$ cat src/sv/lpf_pkg.sv
// Package with the transaction types shared by the longest previous factor block.
package lpf_pkg;

  localparam int FIELD_W = 6;

  typedef struct packed {
    logic [FIELD_W-1:0] suffix_start;
    logic [FIELD_W-1:0] common_prefix;
    logic               last;
  } sa_item_t;

  typedef struct packed {
    logic [FIELD_W-1:0] position;
    logic [FIELD_W-1:0] factor_length;
    logic               final_res;
  } lpf_item_t;

endpackage

$ cat src/sv/lpf_ram.sv
// Generic single write port, single read port RAM with registered read data.
module lpf_ram #(
  parameter int WIDTH = 8,
  parameter int DEPTH = 16
) (
  input  logic                     clk,
  input  logic                     wr_en,
  input  logic [$clog2(DEPTH)-1:0] wr_addr,
  input  logic [WIDTH-1:0]         wr_data,
  input  logic                     rd_en,
  input  logic [$clog2(DEPTH)-1:0] rd_addr,
  output logic [WIDTH-1:0]         rd_data
);

  logic [WIDTH-1:0] mem [DEPTH];

  always_ff @(posedge clk) begin
    if (wr_en) begin
      mem[wr_addr] <= wr_data;
    end
    if (rd_en) begin
      rd_data <= mem[rd_addr];
    end
  end

endmodule

$ cat src/sv/longest_previous_factor_top.sv
// Top level of the longest previous factor builder (stack method over SA and LCP).
//
// Input channel sa_*: one transaction per rank of the suffix array, carrying the
// suffix start and its LCP with the previous rank; last marks the final rank.
// Output channel lpf_*: one transaction per text position popped from the stack,
// giving that position and its longest previous factor length; a final rank and
// its flush emit at most MAX_TEXT - 1 of them. After the final rank the stack is
// flushed, and position 0 with length 0 closes the array with final_res set.
// Both channels use valid and stall; a transaction moves when valid is high and
// stall is low. The block works on one rank at a time and holds sa_stall high
// until that rank is fully processed.
// Per rank: the transaction is taken, then each stack pop emits and reads the next
// stack entry from RAM in S_CHECK and loads it as the new top in S_FETCH (the pop
// that empties the stack skips S_FETCH), and then the rank is pushed. A final rank
// adds its flush pops and the closing transaction. Each suffix is pushed and popped
// at most once, and the pace is set by the registered read of the stack RAM that
// each pop waits on.
// A stalled output holds its transaction; pops that need to emit wait for it.
// Synchronous reset empties the stack and starts a new array; RAM contents are
// not cleared, since only entries below the stack count are read.
module longest_previous_factor_top
  import lpf_pkg::*;
#(
  parameter int MAX_TEXT = 64
) (
  input  logic      clk,
  input  logic      rst,
  input  logic      sa_valid,
  output logic      sa_stall,
  input  sa_item_t  sa_data,
  output logic      lpf_valid,
  input  logic      lpf_stall,
  output lpf_item_t lpf_data
);

  localparam int AW = (MAX_TEXT > 1) ? $clog2(MAX_TEXT) : 1;
  localparam int CW = $clog2(MAX_TEXT + 1);
  localparam int EW = 2 * FIELD_W;

  typedef enum logic [1:0] {
    S_IDLE,
    S_CHECK,
    S_FETCH
  } state_t;

  state_t             state;
  logic [CW-1:0]      count;       // entries on the stack
  logic [CW-1:0]      ecount;      // results emitted for the current rank
  logic               first_seen;
  logic               flushing;
  logic               last_item;
  logic [FIELD_W-1:0] cur_start;
  logic [FIELD_W-1:0] run;
  logic [FIELD_W-1:0] top_start;   // cached copy of the top stack entry
  logic [FIELD_W-1:0] top_len;

  logic               out_free;
  logic               pop;
  logic               emit_ok;
  logic               pop_go;
  logic               done;
  logic               push;
  logic               final_go;
  logic               emit_go;
  logic [CW-1:0]      limit;
  logic [CW-1:0]      cnt_m2;
  logic               ram_rd_en;
  logic [EW-1:0]      ram_rd_data;
  logic [FIELD_W-1:0] pop_len;
  logic [FIELD_W-1:0] run_min;

  always_comb begin
    out_free  = !lpf_valid || !lpf_stall;
    pop       = (state == S_CHECK) && (count != '0) && (cur_start < top_start);
    limit     = last_item ? CW'(MAX_TEXT - 1) : CW'(MAX_TEXT);
    emit_ok   = ecount < limit;
    pop_go    = pop && (out_free || !emit_ok);
    done      = (state == S_CHECK) && !pop;
    push      = done && !flushing && (count < CW'(MAX_TEXT));
    final_go  = done && flushing && out_free;
    emit_go   = (pop_go && emit_ok) || final_go;
    cnt_m2    = count - CW'(2);
    ram_rd_en = pop_go && (count > CW'(1));
    pop_len   = (top_len > run) ? top_len : run;
    run_min   = (top_len < run) ? top_len : run;
  end

  assign sa_stall = (state != S_IDLE);

  lpf_ram #(
    .WIDTH (EW),
    .DEPTH (MAX_TEXT)
  ) u_stack (
    .clk     (clk),
    .wr_en   (push),
    .wr_addr (count[AW-1:0]),
    .wr_data ({run, cur_start}),
    .rd_en   (ram_rd_en),
    .rd_addr (cnt_m2[AW-1:0]),
    .rd_data (ram_rd_data)
  );

  always_ff @(posedge clk) begin
    if (rst) begin
      state      <= S_IDLE;
      count      <= '0;
      first_seen <= 1'b0;
      flushing   <= 1'b0;
      lpf_valid  <= 1'b0;
    end else begin
      // A new result may replace one that is taken in the same cycle.
      if (emit_go) begin
        lpf_valid <= 1'b1;
      end else if (!lpf_stall) begin
        lpf_valid <= 1'b0;
      end
      case (state)
        S_IDLE: begin
          if (sa_valid) begin
            cur_start <= sa_data.suffix_start;
            run       <= first_seen ? sa_data.common_prefix : '0;
            last_item <= sa_data.last;
            ecount    <= '0;
            flushing  <= 1'b0;
            state     <= S_CHECK;
          end
        end
        S_CHECK: begin
          if (pop_go) begin
            if (emit_ok) begin
              lpf_data.position      <= top_start;
              lpf_data.factor_length <= pop_len;
              lpf_data.final_res     <= 1'b0;
              ecount                 <= ecount + CW'(1);
            end
            run   <= run_min;
            count <= count - CW'(1);
            state <= (count > CW'(1)) ? S_FETCH : S_CHECK;
          end else if (done && !flushing) begin
            if (push) begin
              count     <= count + CW'(1);
              top_start <= cur_start;
              top_len   <= run;
            end
            if (last_item) begin
              // The flush behaves as a sentinel rank with start 0 and LCP 0.
              flushing  <= 1'b1;
              cur_start <= '0;
              run       <= '0;
            end else begin
              first_seen <= 1'b1;
              state      <= S_IDLE;
            end
          end else if (final_go) begin
            // Entries with start 0 are dropped without results.
            lpf_data.position      <= '0;
            lpf_data.factor_length <= '0;
            lpf_data.final_res     <= 1'b1;
            count                  <= '0;
            first_seen             <= 1'b0;
            flushing               <= 1'b0;
            state                  <= S_IDLE;
          end
        end
        S_FETCH: begin
          top_len   <= ram_rd_data[EW-1:FIELD_W];
          top_start <= ram_rd_data[FIELD_W-1:0];
          state     <= S_CHECK;
        end
        default: begin
          state <= S_IDLE;
        end
      endcase
    end
  end

`ifndef ASSERT_OFF
  a_count_bound: assert property (@(posedge clk) disable iff (rst)
    count <= CW'(MAX_TEXT))
    else $error("stack count exceeds depth");

  a_idle_empty: assert property (@(posedge clk) disable iff (rst)
    (state == S_IDLE) && !first_seen |-> (count == '0))
    else $error("stack not empty between arrays");

  a_idle_nonempty: assert property (@(posedge clk) disable iff (rst)
    (state == S_IDLE) && first_seen |-> (count != '0))
    else $error("stack empty inside an array");

  a_pop_count: assert property (@(posedge clk) disable iff (rst)
    pop_go |=> (count == $past(count) - CW'(1)))
    else $error("pop did not shrink the stack");

  a_final_zero: assert property (@(posedge clk) disable iff (rst)
    final_go |=> lpf_valid && lpf_data.final_res && (count == '0))
    else $error("closing transaction malformed");
`endif

endmodule

$ cat config.mk
export PLATFORM = sky130hd
export DESIGN_NAME = longest_previous_factor_top
export DESIGN_NICKNAME = d
export VERILOG_FILES = /design/src/sv/lpf_pkg.sv /design/src/sv/lpf_ram.sv /design/src/sv/longest_previous_factor_top.sv
export SDC_FILE = /design/constraint.sdc
export NUM_CORES = 1
export LEC_CHECK = 0
export BUFFER_PORTS_ARGS = -buffer_cell sky130_fd_sc_hd__buf_4
export CAP_MARGIN = 5
export CELL_PAD_IN_SITES_DETAIL_PLACEMENT = 1
export CELL_PAD_IN_SITES_GLOBAL_PLACEMENT = 1
export CORE_ASPECT_RATIO = 1.75
export CORE_MARGIN = 2
export CORE_UTILIZATION = 40
export CTS_CLUSTER_DIAMETER = 100
export DETAILED_ROUTE_END_ITERATION = 10
export GPL_TIMING_DRIVEN = 0
export PLACE_DENSITY_LB_ADDON = 0.3
export SYNTH_ARGS = -nofsm -noshare
export SYNTH_HDL_FRONTEND = slang
export SYNTH_SLANG_ARGS = --single-unit
$ cat constraint.sdc
create_clock -name clk -period 8.4 [get_ports clk]
set_clock_uncertainty 0.1 [all_clocks]
set_input_delay 1.26 -clock clk [delete_from_list [all_inputs] [get_ports clk]]
set_output_delay 1.26 -clock clk [all_outputs]
set_load 0.01 [all_outputs]
==> reports/qor.txt <==
Routed len/inst -> 29.5 um
Post-placement cell count -> 2,779
Final Hold Viols -> 0
Initial antenna violation count -> 0
Static Leakage -> 11.9 nW
Yosys top cell area share -> 74.5%
Post-layout net count -> 1,840
Min cycle time layout -> 5.24 ns
Outcome -> complete, no violations
Post-DP Area -> 35,600 um2
Crit end category -> flop
Synth unique cells -> 63
DR vias -> 16,399
Num rows -> 139
Cell Area, Synth -> 33,300 um2
Worst min path class -> flop to flop
Post-CTS resize count -> 0
Worst Tran Pin Value -> 1.30 ns
IO buf count -> 31
Flops & latches, synth -> 837
Core area -> 82,300 um2
Final Instance Area -> 37,800 um2
Sequential element share of the synthesized area -> 75.2%
H-tree depth -> 3
Die Width -> 222 um
Max-cap violations -> 0
Layout cells sized above 1 -> 24.4%
Ant diodes -> 0
Largest net degree at the start of global routing -> 34
Fillers -> 7,560
Main synth FF type -> edfxtp_1
Vias in the first global route -> 17,822
Vias per inst -> 5.64
Count leader, synth -> edfxtp_1
DR pass1 iterations -> 5
Post-CTS Hold Fix Bufs -> 0
Root Buffer -> clkbuf_16
RSZ-0062 raised after global routing -> no
Crit path launch type -> flop
Non-Filler Instances -> 2,908
DP HPWL -> 60,600 um
Initial Utilization -> 40.4%
First-pass GRT wire length -> 126,000 um
Max clock buf depth -> 3
# DRC -> 0
CTS Buf Count -> 72
CTS Sinks -> 837
Worst Setup Path Type -> flop to flop
Overflow after GRT -> 0
FF-to-FF setup slack -> 3.16 ns
Total GRT Usage -> 20.5%
Final setup fails -> 0
Initial DRC count -> 1,169
Worst-path clk slew -> 0.07 ns
CP Data Required Time -> 8.55 ns
Pre-CTS setup slack -> 3.21 ns
GPL Wtd Cong -> 0.848
Post-route clock period utilization -> 62.4%
Post-synthesis net count -> 1,705
CTS tree -> built
Synth area leaders -> edfxtp_1, mux4_2, nand2_1
Clk_lat worst skew -> 0.66 ns
TNS Setup -> 0 ns
Layout area overhead -> 13.7%
EDFF count, synth -> 825
Setup WS post-layout -> 3.16 ns
Postcts setup bufs -> 0
WP data arrival -> 5.40 ns
Die height -> 385 um
Post-Synthesis Mean Instance Area -> 20.0 um2
Async S/R FF share, synth -> 0%
Worst vdd rail ir drop -> 0.172 mV
Most common library cells after synthesis -> edfxtp_1, mux4_2, nand2_1, nor2_1, nand3_1
Slew Limit Fails -> 0
YS warnings -> 0
Relative slew slack -> 13.3%
Pwr Density -> 323 nW/um2
WL final -> 85,700 um
I/O Pins -> 32
Largest area contributor in the netlist -> edfxtp_1
ANT nets after route -> 0
Total die area -> 85,600 um2
Crit path max fanout -> 12
Mapped Cells -> 1,662
Design Power -> 12.2 mW
F_max -> 191 MHz
## final timing paths
kind                            startpoint                 end  depth (start not counted)
worst max-delay path              count[0]  u_stack.mem[13][1]                         13
worst min-delay path              flushing          first_seen                          1
worst max register to register    count[0]  u_stack.mem[13][1]                         13
worst min register to register    flushing          first_seen                          1
## state kept, by name (all words and copies together) (netlist names)
signal / count
u_stack.rd_data: 12
run: 6
flushing: 1
ecount: 7
top_start: 6
lpf_valid: 1
last_item: 1
count: 7
first_seen: 1
u_stack.mem: 768
lpf_data: 13
top_len: 6
cur_start: 6
state: 2
## cell usage in the layout, fill, tap and decap left out, types with 8 or more instances in the layout
master / synthesis / routed
dfxtp_1: 12 / 12
xor2_1: 8 / 8
clkinv_2: 0 / 11
nand2_1: 120 / 120
mux4_2: 216 / 216
nor3_1: 19 / 19
and2_1: 10 / 10
clkbuf_1: 30 / 44
o21ai_0: 15 / 15
buf_4: 15 / 47
buf_16: 0 / 27
and3_1: 15 / 15
nand4_1: 25 / 25
mux2i_1: 8 / 8
nand3_1: 43 / 43
inv_1: 23 / 23
nor2_1: 114 / 114
ha_1: 26 / 26
buf_2: 36 / 36
edfxtp_1: 825 / 825
clkinv_1: 1 / 17
a21oi_1: 12 / 12
clkbuf_16: 0 / 74
## area by class of cell
type	count	area, um2	share of cell area (%)
clock buffers	88	1900	5.03
well taps	1057	1320	3.50
inverters	25	93.8	0.248
multi-input cells	713	7700	20.4
flip-flops and latches	837	25000	66.1
clock inverters	40	319	0.843
repair buffers	61	1020	2.71
plain buffers	87	454	1.20
## power breakdown
group	leakage, nW	switching, mW	internal [mW]
registers	7.55	0.138	5.06
clock network	1.09	1.50	1.75
logic	3.25	2.39	1.38
total	11.9	4.03	8.18
## critical path, cell delays in order (launching register included)
cell and delay, ns:
dfxtp_1 0.33, buf_2 0.21, buf_6 0.21, buf_4 0.23
buf_4 0.23, inv_1 0.15, ha_1 0.27, nor3b_1 0.29
a211oi_2 0.13, o221a_2 0.22, buf_2 0.23, nor4_4 0.45
nand2_1 0.63, nor2_1 1.13
## stage by stage
stage          hold slack [ns]  util [%]
2_1_floorplan            0.385         -
3_3_place_gp             0.417      42.3
3_5_place_dp             0.430      43.3
4_1_cts                  0.430      46.0
5_1_grt                  0.458      46.0
6_report                 0.440      46.0
## routing by layer
| layer | global-route usage (%) | vias up | part of all wire (%) |
|---|---|---|---|
| li1 | - | 7014 | - |
| met1 | 22.7 | 8838 | 36 |
| met2 | 38.1 | 390 | 55 |
| met3 | 2.85 | 157 | 3.6 |
| met4 | 10.8 | 0 | 5.1 |
| met5 | 0 | - | 0 |
## kinds of logic (layout without fill, tap and decap cells)
| family | after synthesis | after routing | synth area share (%) |
|---|---|---|---|
| mux | 231 | 231 | 15.1 |
| compound gates | 69 | 69 | 1.49 |
| buf+inv | 112 | 301 | 1.65 |
| xor+xnor | 14 | 14 | 0.391 |
| fa+ha+maj | 26 | 26 | 0.978 |
| simple gates | 373 | 373 | 5.18 |
| flops | 837 | 837 | 75.2 |
No activity file was read; power rests on OpenSTA's default activity.
